===== config.mk =====
export PLATFORM = sky130hd
export DESIGN_NAME = i2c_master_bit_engine
export DESIGN_NICKNAME = d
export VERILOG_FILES = /design/src/rtl/core/i2cmb_pkg.sv /design/src/rtl/core/i2cmb_seq.sv /design/src/rtl/core/i2c_master_bit_engine.sv
export SDC_FILE = /design/constraint.sdc
export NUM_CORES = 1
export LEC_CHECK = 0
export BUFFER_PORTS_ARGS = -buffer_cell sky130_fd_sc_hd__buf_2
export CORE_MARGIN = 2
export CORE_UTILIZATION = 56
export CTS_CLUSTER_SIZE = 25
export DETAILED_ROUTE_END_ITERATION = 7
export PLACE_DENSITY = 0.76
export SETUP_SLACK_MARGIN = 0.05
export SYNTH_ARGS = -nofsm -noshare
export SYNTH_HDL_FRONTEND = slang
export SYNTH_HIERARCHICAL = 1
export SYNTH_SLANG_ARGS = --single-unit
export TNS_END_PERCENT = 5

===== constraint.sdc =====
create_clock -name clk -period 3.9 [get_ports clk]
set_input_delay 0.195 -clock clk [delete_from_list [all_inputs] [get_ports clk]]
set_output_delay 0.195 -clock clk [all_outputs]
set_load 0.01 [all_outputs]

===== src/rtl/core/i2cmb_pkg.sv =====
`default_nettype none

package i2cmb_pkg;

  localparam int BITS_PER_BYTE = 8;
  localparam int PHASE_W = 5;
  localparam int DELAY_W = 16;
  localparam int BIT_CNT_W = 4;

  localparam logic [DELAY_W-1:0] HALF_PERIOD_RESET = 16'd100;

  // write: data bits take steps 1 to 16, then ack clock and release
  localparam logic [PHASE_W-1:0] WR_LAST_BIT_STEP = PHASE_W'(2 * BITS_PER_BYTE);
  localparam logic [PHASE_W-1:0] WR_ACK_HIGH_STEP = PHASE_W'(2 * BITS_PER_BYTE + 1);
  localparam logic [PHASE_W-1:0] WR_ACK_LOW_STEP  = PHASE_W'(2 * BITS_PER_BYTE + 2);
  // read: three steps per bit after the release step, but no gap step after the last bit
  localparam logic [PHASE_W-1:0] RD_END_STEP = PHASE_W'(3 * BITS_PER_BYTE);

  typedef enum logic [2:0] {
    OP_START = 3'd0,
    OP_STOP  = 3'd1,
    OP_WRITE = 3'd2,
    OP_READ  = 3'd3,
    OP_ACK   = 3'd4,
    OP_NACK  = 3'd5
  } opcode_t;

  typedef enum logic [1:0] {
    RD_SCL_HIGH = 2'd0,
    RD_SAMPLE   = 2'd1,
    RD_GAP      = 2'd2
  } rd_sub_t;

  typedef struct packed {
    logic       scl_level;
    logic       sda_level;
    logic       sda_drive;
    logic       busy_res;
    logic       done_res;
    logic [7:0] rx_byte;
    logic       ack_seen;
  } result_t;

endpackage

`default_nettype wire


===== src/rtl/core/i2cmb_seq.sv =====
`default_nettype none

module i2cmb_seq (
  input  wire logic                          clk,
  input  wire logic                          rst,
  input  wire logic                          advance,
  input  wire logic                          cmd_valid,
  input  wire logic [2:0]                    opcode,
  input  wire logic [7:0]                    tx_byte,
  input  wire logic                          sda_in,
  input  wire logic [i2cmb_pkg::DELAY_W-1:0] pause_len,
  output i2cmb_pkg::result_t                 result_next
);
  import i2cmb_pkg::*;

  logic [PHASE_W-1:0]   phase, phase_next;
  opcode_t              command, command_next;
  logic [BIT_CNT_W-1:0] bit_count, bit_count_next;
  logic [DELAY_W-1:0]   delay_count, delay_count_next;
  logic [7:0]           shift_reg, shift_reg_next;
  logic [7:0]           tx_hold, tx_hold_next;
  logic                 ack_reg, ack_reg_next;
  logic                 scl_reg, scl_reg_next;
  logic                 sda_reg, sda_reg_next;
  logic                 sda_drive_reg, sda_drive_reg_next;
  rd_sub_t              rd_sub, rd_sub_next;

  logic                 run;
  logic                 last;
  logic                 done;
  logic [PHASE_W-1:0]   step;
  opcode_t              cmd_sel;

  always_comb begin
    phase_next         = phase;
    command_next       = command;
    bit_count_next     = bit_count;
    delay_count_next   = delay_count;
    shift_reg_next     = shift_reg;
    tx_hold_next       = tx_hold;
    ack_reg_next       = ack_reg;
    scl_reg_next       = scl_reg;
    sda_reg_next       = sda_reg;
    sda_drive_reg_next = sda_drive_reg;
    rd_sub_next        = rd_sub;
    run                = 1'b0;
    last               = 1'b0;
    done               = 1'b0;
    step               = phase;
    cmd_sel            = command;

    if (phase == '0) begin
      if (cmd_valid && (opcode <= 3'(OP_NACK))) begin
        cmd_sel        = opcode_t'(opcode);
        command_next   = opcode_t'(opcode);
        bit_count_next = '0;
        rd_sub_next    = RD_SCL_HIGH;
        if (opcode_t'(opcode) == OP_WRITE) begin
          tx_hold_next = tx_byte;
        end
        if (opcode_t'(opcode) == OP_READ) begin
          shift_reg_next = '0;
        end
        run  = 1'b1;
        step = '0;
      end
    end else if (delay_count > DELAY_W'(1)) begin
      delay_count_next = delay_count - DELAY_W'(1);
    end else begin
      run = 1'b1;
    end

    if (run) begin
      case (cmd_sel)
        OP_START: begin
          case (step)
            PHASE_W'(0): sda_reg_next = 1'b1;
            PHASE_W'(1): scl_reg_next = 1'b1;
            PHASE_W'(2): sda_reg_next = 1'b0;
            PHASE_W'(3): scl_reg_next = 1'b0;
            default:     last = 1'b1;
          endcase
        end
        OP_STOP: begin
          case (step)
            PHASE_W'(0): sda_reg_next = 1'b0;
            PHASE_W'(1): scl_reg_next = 1'b1;
            PHASE_W'(2): sda_reg_next = 1'b1;
            default:     last = 1'b1;
          endcase
        end
        OP_ACK: begin
          case (step)
            PHASE_W'(0): sda_reg_next = 1'b0;
            PHASE_W'(1): scl_reg_next = 1'b0;
            PHASE_W'(2): scl_reg_next = 1'b1;
            PHASE_W'(3): scl_reg_next = 1'b0;
            PHASE_W'(4): sda_reg_next = 1'b0;
            default:     last = 1'b1;
          endcase
        end
        OP_NACK: begin
          case (step)
            PHASE_W'(0): sda_reg_next = 1'b1;
            PHASE_W'(1): scl_reg_next = 1'b1;
            PHASE_W'(2): scl_reg_next = 1'b0;
            PHASE_W'(3): sda_reg_next = 1'b0;
            default:     last = 1'b1;
          endcase
        end
        OP_WRITE: begin
          if (step == '0) begin
            sda_reg_next = tx_hold_next[7];
          end else if (step <= WR_LAST_BIT_STEP) begin
            if (step[0]) begin
              scl_reg_next = 1'b1;
            end else begin
              // next bit goes out with the falling clock
              scl_reg_next   = 1'b0;
              bit_count_next = BIT_CNT_W'(step[PHASE_W-1:1]);
              if (!step[PHASE_W-1]) begin
                sda_reg_next = tx_hold_next[3'd7 - step[3:1]];
              end else begin
                sda_drive_reg_next = 1'b0;
              end
            end
          end else if (step == WR_ACK_HIGH_STEP) begin
            scl_reg_next = 1'b1;
          end else if (step == WR_ACK_LOW_STEP) begin
            ack_reg_next = ~sda_in;
            scl_reg_next = 1'b0;
          end else begin
            sda_drive_reg_next = 1'b1;
            last = 1'b1;
          end
        end
        OP_READ: begin
          if (step == '0) begin
            sda_drive_reg_next = 1'b0;
          end else if (step < RD_END_STEP) begin
            case (rd_sub)
              RD_SCL_HIGH: begin
                scl_reg_next = 1'b1;
                rd_sub_next  = RD_SAMPLE;
              end
              RD_SAMPLE: begin
                shift_reg_next = {shift_reg_next[6:0], sda_in};
                bit_count_next = bit_count_next + BIT_CNT_W'(1);
                scl_reg_next   = 1'b0;
                rd_sub_next    = RD_GAP;
              end
              default: rd_sub_next = RD_SCL_HIGH;
            endcase
          end else begin
            sda_drive_reg_next = 1'b1;
            last = 1'b1;
          end
        end
        default: last = 1'b1;
      endcase

      if (last) begin
        phase_next       = '0;
        delay_count_next = '0;
        done             = 1'b1;
      end else begin
        phase_next       = step + PHASE_W'(1);
        delay_count_next = pause_len;
      end
    end
  end

  always_comb begin
    result_next.scl_level = scl_reg_next;
    result_next.sda_level = sda_reg_next;
    result_next.sda_drive = sda_drive_reg_next;
    result_next.busy_res  = (phase_next != '0);
    result_next.done_res  = done;
    result_next.rx_byte   = shift_reg_next;
    result_next.ack_seen  = ack_reg_next;
  end

  always_ff @(posedge clk) begin
    if (rst) begin
      phase         <= '0;
      command       <= OP_START;
      bit_count     <= '0;
      delay_count   <= '0;
      shift_reg     <= '0;
      tx_hold       <= '0;
      ack_reg       <= 1'b0;
      scl_reg       <= 1'b1;
      sda_reg       <= 1'b1;
      sda_drive_reg <= 1'b1;
      rd_sub        <= RD_SCL_HIGH;
    end else if (advance) begin
      phase         <= phase_next;
      command       <= command_next;
      bit_count     <= bit_count_next;
      delay_count   <= delay_count_next;
      shift_reg     <= shift_reg_next;
      tx_hold       <= tx_hold_next;
      ack_reg       <= ack_reg_next;
      scl_reg       <= scl_reg_next;
      sda_reg       <= sda_reg_next;
      sda_drive_reg <= sda_drive_reg_next;
      rd_sub        <= rd_sub_next;
    end
  end

endmodule

`default_nettype wire


===== src/rtl/core/i2c_master_bit_engine.sv =====
// Tick-driven I2C master pin sequencer. Every transfer on the input channel is one tick and
// yields exactly one result transfer with the SCL/SDA pin levels, SDA drive enable, busy,
// done, receive byte and acknowledge flag after that tick. A tick is accepted every clock
// cycle: it passes through an input register, one step of the sequencer, and an output
// register, so stalls on the output side only back up the input when both registers are
// full. Commands start on the accepting tick; each later pin step comes half_period_ticks
// ticks after the previous one (0 acts as 1), and commands seen while busy, or with
// opcodes 6 and 7, are ignored. half_period_ticks resets to 100 and may be written only
// while no ticks are in flight.
`default_nettype none

module i2c_master_bit_engine (
  input  wire logic        clk,
  input  wire logic        rst,
  input  wire logic        cfg_valid,
  output logic             cfg_ready,
  input  wire logic [15:0] half_period_ticks,
  input  wire logic        in_valid,
  output logic             in_ready,
  input  wire logic        cmd_valid,
  input  wire logic [2:0]  opcode,
  input  wire logic [7:0]  tx_byte,
  input  wire logic        sda_in,
  output logic             out_valid,
  input  wire logic        out_ready,
  output logic             scl_level,
  output logic             sda_level,
  output logic             sda_drive,
  output logic             busy_res,
  output logic             done_res,
  output logic [7:0]       rx_byte,
  output logic             ack_seen
);
  import i2cmb_pkg::*;

  logic [DELAY_W-1:0] half_period;
  logic [DELAY_W-1:0] pause_len;

  logic               in_full;
  logic               in_cmd_valid;
  logic [2:0]         in_opcode;
  logic [7:0]         in_tx_byte;
  logic               in_sda;
  logic               advance;

  result_t            result_next;
  result_t            result;

  assign cfg_ready = 1'b1;

  always_ff @(posedge clk) begin
    if (rst) begin
      half_period <= HALF_PERIOD_RESET;
    end else if (cfg_valid) begin
      half_period <= half_period_ticks;
    end
  end

  assign pause_len = (half_period == '0) ? DELAY_W'(1) : half_period;

  assign advance  = in_full && (!out_valid || out_ready);
  assign in_ready = !in_full || advance;

  // input register
  always_ff @(posedge clk) begin
    if (rst) begin
      in_full <= 1'b0;
    end else if (in_ready) begin
      in_full <= in_valid;
    end
  end

  always_ff @(posedge clk) begin
    if (in_valid && in_ready) begin
      in_cmd_valid <= cmd_valid;
      in_opcode    <= opcode;
      in_tx_byte   <= tx_byte;
      in_sda       <= sda_in;
    end
  end

  i2cmb_seq u_seq (
    .clk         (clk),
    .rst         (rst),
    .advance     (advance),
    .cmd_valid   (in_cmd_valid),
    .opcode      (in_opcode),
    .tx_byte     (in_tx_byte),
    .sda_in      (in_sda),
    .pause_len   (pause_len),
    .result_next (result_next)
  );

  // output register
  always_ff @(posedge clk) begin
    if (rst) begin
      out_valid <= 1'b0;
    end else if (advance) begin
      out_valid <= 1'b1;
    end else if (out_ready) begin
      out_valid <= 1'b0;
    end
  end

  always_ff @(posedge clk) begin
    if (advance) begin
      result <= result_next;
    end
  end

  assign scl_level = result.scl_level;
  assign sda_level = result.sda_level;
  assign sda_drive = result.sda_drive;
  assign busy_res  = result.busy_res;
  assign done_res  = result.done_res;
  assign rx_byte   = result.rx_byte;
  assign ack_seen  = result.ack_seen;

endmodule

`default_nettype wire


==> run summary, run 1 <==
Seq. cell area: 2090 um2
Slew @ Worst Pin: 0.773 ns
Dpl cell area: 5260 um2
Crit path max fanout: 16
PnR worst setup slack: 0.392 ns
Area grow syn2layout: 10.1%
Hold_ws: 0.0218 ns
Mean area per synthesized cell: 8.84 um2
Routed via count: 4511
Worst Skew: 0.0144 ns
Count of different cell masters after synthesis: 76
PortBufs: 49
Reg-to-Reg End: sda_level
WL/cell: 17.0 um
Inserted Diodes: 0
Setup_tns: 0 ns
Ports: 51
Biggest regs: half_period x16, u_seq/delay_count x16
Reg clk slew, reported paths: 0.10 ns
Max Slew Vio Count: 0
Post-synth top flop: dfxtp_1
Worst EP arrival: 3.63 ns
Global-route wire length before repair: 20100 um
Commonest non-fill, non-tap cells in the layout: nor2_1 (64), dfxtp_1 (64), buf_2 (49)
Drt pass-1 iters: 5
Clk pwr share: 32.3%
Hold Crit Depth: 2
Routed Antenna Nets: 0
Clock sinks: 91
Power Dens Cells: 373 nW/um2
Die area: 9850 um2
Gate power share: 17.3%
Final Hold Fails: 0
CTS root buf: clkbuf_8
Fraction of layout cells with a size suffix above 1: 15.7%
Switch share: 29.9%
Max_cap viols: 0
Critical path class: reg -> reg
Number of synthesis warnings: 6
Synth Cell Area: 5080 um2
Critical path launch point type: flop
Cells after DPL: 683
Cells on worst reg2reg path: 9
Element type at the critical path end: flop
Worst R2R Setup Slack: 0.39 ns
Clock period minus worst slack: 3.51 ns
Power, Total: 2.09 mW
Unrepaired setup endpoints after global routing: no
CTS buffer count: 9
Final period util: 90.0%
#FFs+latches synth: 91
Fin area: 5590 um2
Net Sw Power: 0.625 mW
Std-Cell Rows: 34
Largest net degree at the start of global routing: 47
Slew Limit Headroom: 48.0%
Post-synth EDFFs: 27
CTS tree: built
Start of the worst register-to-register path: u_seq/phase[1]
Clk buf depth: 2
Total track usage: 25.2%
Routed vias/inst: 6.34
Total gr overflow: 0
Leakage: 2.04 nW
Async S/R FF share, synth: 0%
H-tree depth: 3
Post-Syn Nets: 616
Fill count: 716
# setup viols final: 0
FMAX: 0.285 GHz
Post-synthesis sequential area ratio: 41.2%
Status: complete, no violations
Worst slack at placement: 0.511 ns
Chip width: 99.3 um
Post-layout util: 63.8%
Post_cts resized: 0
Starting density of the core: 58.0%
Flop pwr share: 50.4%
Core area: 8760 um2
Total wire length: 12100 um
Drt first-iter violations: 413
GPL Wtd Cong: 0.926
Cells after synthesis: 575
Initial antenna violation count: 0
Clock Latency Late Sink: 0.37 ns
Worst EP required: 4.02 ns
Hold Startpoint: half_period_ticks[5]
Multi-input gate area: 2650 um2
Final nets: 640
DP Wirelength: 8390 um
DRC: 0
Vias in the first global route: 4073
WHS Endpoint: half_period[5]
Die height: 99.3 um
Min-delay worst type: in -> reg
Worst VDD drop: 0.196 mV
Pint: 1.46 mW
Final non-filler cell total: 712
power by group through the flow:
stage / clock network [mW] / logic, mW / registers, mW
after floorplan: 0 / 0.275 / 1.06
after global routing: 0.726 / 0.396 / 1.06
after detailed placement: 0 / 0.345 / 1.07
after global placement: 0 / 0.337 / 1.07
after CTS: 0.689 / 0.356 / 1.05
final: 0.674 / 0.362 / 1.05
cells by family after synthesis:
| family | count (synthesis) | synth area share [%] |
|---|---|---|
| and+or+nand+nor | 211 | 21.5 |
| AOI/OAI and AO/OA | 158 | 22.3 |
| DFF | 91 | 41.2 |
| buffers and inverters | 74 | 6.82 |
| muxes | 27 | 5.34 |
| adders and majority gates | 7 | 1.72 |
| xor gates and xnor gates | 6 | 1.03 |
| other | 1 | 0.0738 |
final cells by class:
type                    count  share of cell area (%)
flip-flops and latches     91                    37.4
clock buffers               9                    2.21
inverters                  13                   0.872
repair buffers             74                    8.32
clock inverters             7                    1.43
multi-input cells         410                    47.3
well taps                 108                    2.42
worst max-delay path by stage:
stage,startpoint,endpoint
CTS,u_seq/phase[1],sda_level
finish,u_seq/phase[1],sda_level
floorplan,u_seq/phase[0],sda_level
global placement,u_seq/phase[4],sda_level
detailed placement,u_seq/phase[1],sda_level
global route,u_seq/phase[1],sda_level
Yosys cell counts, drive strengths merged, types with 8 or more instances:
master	instances	area [um2]
nor2	65	246
dfxtp	64	1280
clkbuf	41	154
a21oi	40	204
nand2	39	146
edfxtp	27	811
mux2i	26	260
nor3	23	136
o21ai	23	119
buf	20	144
a31oi	16	113
nor4	15	100
a211oi	13	108
inv	13	48.8
nand3	13	65.1
a22o	11	96.3
o31ai	10	88.8
a221oi	8	70.1
and2	8	50.1
nand2b	8	50.1
critical path: stages (launching register included):
cell and delay [ns]:
dfxtp_1 0.48, inv_1 0.22, ha_1 0.31, nand3b_1 0.29, nor3_1 0.50, mux2_2 0.40, a2111oi_0 0.51, a211oi_1 0.22
a311oi_1 0.28, nor2_1 0.07
metal layers:
metal,wire length (um),vias up,track usage [%],part of all wire (%)
met5,0,-,0,0
met4,206,0,9.38,1.7
met3,825,22,4.08,6.8
met2,5610,206,39.2,46
met1,5450,2112,35.6,45
li1,-,2171,-,-
what timing repair did:
action                    CTS  global route
setup buffers               0             0
hold endpoints to repair   13             0
hold buffers               13             0
No activity file was read; power rests on OpenSTA's default activity.
==> run 2: changes to the inputs <==
- ABC_AREA: not set -> 1
- CORE_UTILIZATION: 56 -> 60
- PLACE_DENSITY: 0.76 -> 0.81
==> run 2 against run 1 <==
Register-to-register slack improved by 0.70 ns; critical endpoint is now u_seq/shift_reg[1]; worst setup slack better by 0.70 ns; worst hold slack better by 0.013 ns; highest routed layer unchanged.
==> run summary, run 2 <==
Leakage: 2.78 nW
Crit path max fanout: 35
Count of different cell masters after synthesis: 47
Start of the worst register-to-register path: u_seq/phase[1]
Top post-synthesis cells by area: dfxtp_1 (24%), edfxtp_1 (15%), nand2_1 (8.0%)
Final period util: 71.9%
Top-area cell type share of the netlist area: 23.8%
Clock Latency Late Sink: 0.37 ns
Power Dens Cells: 414 nW/um2
Reg-to-Reg End: u_seq/shift_reg[1]
Fill count: 682
Post-synthesis adder-cell area fraction: 1.63%
Synth Area in Compound Gates: 14.3%
Flop pwr share: 45.4%
Worst setup startpoint: u_seq/phase[1]
Hold_ws: 0.0344 ns
Clk pwr share: 27.5%
Starting density of the core: 61.6%
Largest net degree at the start of global routing: 46
Multi-input gate area: 2700 um2
Hold Crit Depth: 3
Critical path launch point type: flop
H-tree depth: 3
Core area: 8720 um2
Worst VDD drop: 0.217 mV
Post-synth EDFFs: 27
Slowest CP cell: dfxtp_1
Net Sw Power: 0.832 mW
DP Wirelength: 8220 um
Seq. cell area: 2090 um2
GPL Wtd Cong: 0.874
Std-Cell Rows: 34
Routed vias/inst: 5.38
Critical path class: reg -> reg
Post-Syn Nets: 753
Min-delay worst type: in -> reg
Initial antenna violation count: 0
Reg clk slew, reported paths: 0.10 ns
Total gr overflow: 0
Number of synthesis warnings: 6
Worst R2R Setup Slack: 1.10 ns
#FFs+latches synth: 91
Total wire length: 11600 um
Critical path cell sequence: inv_1 -> ha_1 -> nand2_1 -> nor2_8 -> nor3_2 -> nand3_2 -> nand2_4 -> nand2_2 -> inv_2 -> nand2_4 -> nor2_4 -> nor2_1 -> a21oi_2 -> o21ai_0 -> inv_1
Post-synth top flop: dfxtp_1
# setup viols final: 0
Synth Area in Simple Gates: 32.3%
DRC: 0
Total track usage: 25.1%
Switch share: 34.3%
FMAX: 0.357 GHz
Global-route wire length before repair: 19900 um
WL/cell: 13.6 um
Most common cell after layout, fill and taps aside: nand2_1
Setup_tns: 0 ns
Gate power share: 27.1%
Proportion of synthesized area in mux cells: 0%
Unrepaired setup endpoints after global routing: no
CTS tree: built
Routed via count: 4593
Clk buf depth: 2
Synth Cell Area: 5380 um2
Clock sinks: 91
Hold Startpoint: half_period_ticks[2]
CTS buffer count: 9
Final Hold Fails: 0
CTS root buf: clkbuf_8
Top layer in use: met4
Commonest non-fill, non-tap cells in the layout: nand2_1 (115), nor2_1 (91), inv_1 (79)
Post-synthesis sequential area ratio: 38.9%
Cells after synthesis: 712
Slowest cell delay on critical path: 0.47 ns
Status: complete, no violations
Slew @ Worst Pin: 0.910 ns
Worst EP required: 4.21 ns
Setup Fix Bufs, Post-CTS: 0
Top post-synthesis cells by count: nand2_1 (115), nor2_1 (91), inv_1 (79)
PortBufs: 49
Async S/R FF share, synth: 0%
Drt pass-1 iters: 5
Inserted Diodes: 0
Fraction of layout cells with a size suffix above 1: 19.6%
Clock period minus worst slack: 2.80 ns
Worst Skew: 0.0132 ns
Biggest regs: half_period x16, u_seq/delay_count x16
WHS Endpoint: half_period[2]
Cells on worst reg2reg path: 15
Worst EP arrival: 3.12 ns
M1 WL: 4990 um
Area grow syn2layout: 8.91%
Post_cts resized: 0
Element type at the critical path end: flop
Vias in the first global route: 4466
Slew Limit Headroom: 38.9%
Xor/xnor share of the synthesized area: 1.63%
Chip width: 98.7 um
Met2 routed WL: 5690 um
Pint: 1.59 mW
Ports: 51
Die height: 98.7 um
Largest family of logic cells by synthesized area: simple AND/OR/NAND/NOR gates
Max Slew Vio Count: 0
Mean area per synthesized cell: 7.55 um2
Die area: 9730 um2
Met3 wire len: 482 um
Final nets: 781
Most common cell in the netlist: nand2_1
Routed Antenna Nets: 0
Drt first-iter violations: 299
Largest area contributor in the netlist: dfxtp_1
Max_cap viols: 0
==> run 2: cell types whose count changed in the layout (fill, tap and decap cells not counted), moves of 18 or more <==
cell / before / now
mux2i_1: 26 / 0
nand2_1: 39 / 115
nor2_1: 64 / 91
o21ai_0: 17 / 44
nor2_2: 1 / 19
nand3_1: 13 / 36
inv_1: 13 / 79
==> run 2: kinds of logic after synthesis <==
family | Yosys count
flip-flops | 91
AO/OA/AOI/OAI | 135
XOR/XNOR | 10
buffers and inverters | 136
adder cells (fa/ha/maj) | 7
other | 1
AND/OR/NAND/NOR | 332
==> run 2: routing by layer <==
layer / up-vias / global-route usage, %
met5: - / 0
met2: 120 / 43.2
met1: 2081 / 29.7
met3: 35 / 5.82
li1: 2357 / -
met4: 0 / 11.8
==> run 2: critical path: cells and delay by family, from the launching register on <==
kind	cells	cell delay (ns)
adder cells (fa/ha/maj)	1	0.22
flip-flops	1	0.47
buffers and inverters	3	0.31
AO/OA/AOI/OAI	2	0.22
AND/OR/NAND/NOR	9	1.52
==> run 2: final cells by class <==
class	count	share of cell area [%]
multi-input cells	485	46.1
flip-flops and latches	91	35.7
repair buffers	63	6.54
inverters	90	5.85
well taps	108	2.31
clock buffers	9	2.12
clock inverters	7	1.37
==> run 2: power by group through the flow <==
stage	Clock, mW	Sequential, mW	Combinational, mW
after CTS	0.679	1.10	0.649
after global placement	0	1.12	0.626
after floorplan	0	1.11	0.549
after global routing	0.719	1.11	0.737
final	0.666	1.10	0.657
after detailed placement	0	1.12	0.638
==> run 2: repair_timing <==
action                                 CTS  global route
endpoints found under the hold margin   11             2
hold buffers                            11             2
setup endpoints to repair                0             0
==> run 2: through the flow <==
step           util (%)  power (mW)  worst slack, ns  cell area (um2)  instances
4_1_cts            66.9        2.43             1.12             5840        851
5_1_grt            67.1        2.56            0.816             5860        853
2_1_floorplan         -        1.66             1.64             5380        712
3_3_place_gp       63.3        1.74             1.28             5520        824
6_report           67.1        2.42             1.10             5860        853
3_5_place_dp       63.3        1.76             1.15             5520        824
==> run 2: worst max path at each step <==
stage,slack [ns],end
final,1.10,u_seq/shift_reg[1]
after CTS,1.12,u_seq/shift_reg[1]
after detailed placement,1.15,busy_res
after global placement,1.28,busy_res
after global routing,0.82,u_seq/shift_reg[1]
after floorplan,1.64,ack_seen
==> run 3: changes to the inputs <==
- clock period: 3.9 -> 2.9 ns (I/O delays scaled with it)
==> run 3 against run 2 <==
Cell count increased by 2.1%; combinational power increased by 41%; clock skew increased by 0.0052 ns; maximum frequency increased by 6.7%; critical path depth decreased by 2; sequential power increased by 35%; global-route usage about the same; worst setup slack got worse by 0.82 ns.
==> run summary, run 3 (synthesized netlist as in run 2, its figures left out) <==
Status: complete, no violations
DP Wirelength: 8450 um
Hold Crit Depth: 3
Slew @ Worst Pin: 0.933 ns
Total wire length: 11900 um
Routed via count: 4886
Starting density of the core: 61.6%
CTS tree: built
Global-route wire length before repair: 20300 um
Worst VDD drop: 0.339 mV
Clk buf depth: 2
Post_cts resized: 0
CTS buffer count: 9
Fraction of layout cells with a size suffix above 1: 20.2%
Cells on worst reg2reg path: 13
Fin area: 6000 um2
Drt first-iter violations: 305
GPL Wtd Cong: 0.941
Most common cell after layout, fill and taps aside: nand2_1
Met3 wire len: 684 um
Top layer in use: met4
Multi-input gate area: 2700 um2
Final Hold Fails: 0
Element type at the critical path end: flop
Reg clk slew, reported paths: 0.10 ns
Seq. cell area: 2090 um2
Commonest non-fill, non-tap cells in the layout: nand2_1 (115), nor2_1 (91), inv_1 (79)
Inserted Diodes: 0
Chip width: 98.7 um
Worst Skew: 0.0185 ns
M1 WL: 5130 um
Ports: 51
Total track usage: 25.1%
DRC: 0
Fill count: 694
Vias in the first global route: 4673
Worst EP arrival: 2.74 ns
Final nets: 799
Slew Limit Headroom: 37.7%
Clock sinks: 91
Final non-filler cell total: 871
Dpl cell area: 5570 um2
Unrepaired setup endpoints after global routing: yes
Biggest regs: half_period x16, u_seq/delay_count x16
Met2 routed WL: 5780 um
Setup_tns: 0 ns
Clock period minus worst slack: 2.63 ns
Critical path class: reg -> reg
CTS root buf: clkbuf_8
H-tree depth: 3
Critical path launch point type: flop
Core area: 8720 um2
Max_cap viols: 0
Std-Cell Rows: 34
Min-delay worst type: in -> reg
Die area: 9730 um2
WL/cell: 13.7 um
Die height: 98.7 um
PortBufs: 49
Power Dens Cells: 536 nW/um2
Drt pass-1 iters: 6
Initial antenna violation count: 0
Clock Latency Late Sink: 0.36 ns
Max Slew Vio Count: 0
Total gr overflow: 0
Leakage: 2.85 nW
Routed vias/inst: 5.61
Largest net degree at the start of global routing: 31
Cells after DPL: 830
Area grow syn2layout: 11.5%
# setup viols final: 0
Worst EP required: 3.02 ns
Post-layout util: 68.8%
Final period util: 90.6%
Routed Antenna Nets: 0
FMAX: 0.381 GHz
Crit path max fanout: 10
## run 3: cell types whose count changed in the layout (fill, tap and decap cells not counted)
cell / change
clkinv_8: +1
clkinv_2: +1
inv_8: -1
buf_4: +8
dlygate4sd3_1: +10
bufinv_16: -1
## run 3: path summary, 6_finish.rpt
check	startpoint	to	slack, ns
worst max register to register	u_seq/phase[1]	ack_seen	0.27
worst min-delay path	half_period_ticks[3]	half_period[3]	0.01
worst max-delay path	u_seq/phase[1]	ack_seen	0.27
worst min register to register	u_seq/tx_hold[3]	u_seq/tx_hold[3]	0.49
## run 3: area by class of cell
type	instances	share of cell area (%)
tap	108	2.25
clock inverter	7	1.00
clock buffer	9	2.07
multi-input combinational	485	45.0
inverter	90	5.72
timing repair buffer	81	9.06
sequential	91	34.9
## run 3: power by group
group / switching [mW] / internal (mW) / leakage (nW)
logic: 0.583 / 0.342 / 1.97
clock network: 0.484 / 0.325 / 0.0932
registers: 0.0695 / 1.41 / 0.787
total: 1.14 / 2.08 / 2.85
## run 3: per-layer routing
layer,global-route usage [%],vias to the layer above
li1,-,2404
met1,30.9,2260
met2,43.9,190
met3,3.62,32
met4,10.7,0
met5,0,-
## run 3: worst max-delay path, stage by stage (launching register included)
cell and delay (ns):
dfxtp_1 0.47, inv_1 0.14, ha_1 0.22, nand2_1 0.17, nor2_8 0.07, buf_4 0.14, nor3_2 0.12, nand3_2 0.12
nand2_4 0.17, inv_2 0.13, nor2_1 0.18, nand4_1 0.20, o21ai_1 0.22, inv_1 0.06
## run 3: stage by stage
step                hold WS (ns)  power [mW]  setup WS (ns)
floorplan                  0.214        2.23          0.635
global placement           0.324        2.35          0.327
detailed placement         0.323        2.38          0.201
CTS                      0.00369        3.21          0.178
global route              0.0150        3.39         0.0243
finish                    0.0144        3.21          0.273
## run 3: timing repair
item | 4_1_cts | 5_1_grt
buffers inserted | 0 | 2
hold endpoints to repair | 23 | 0
endpoints found under the setup margin | 0 | 4
hold buffers | 23 | 0
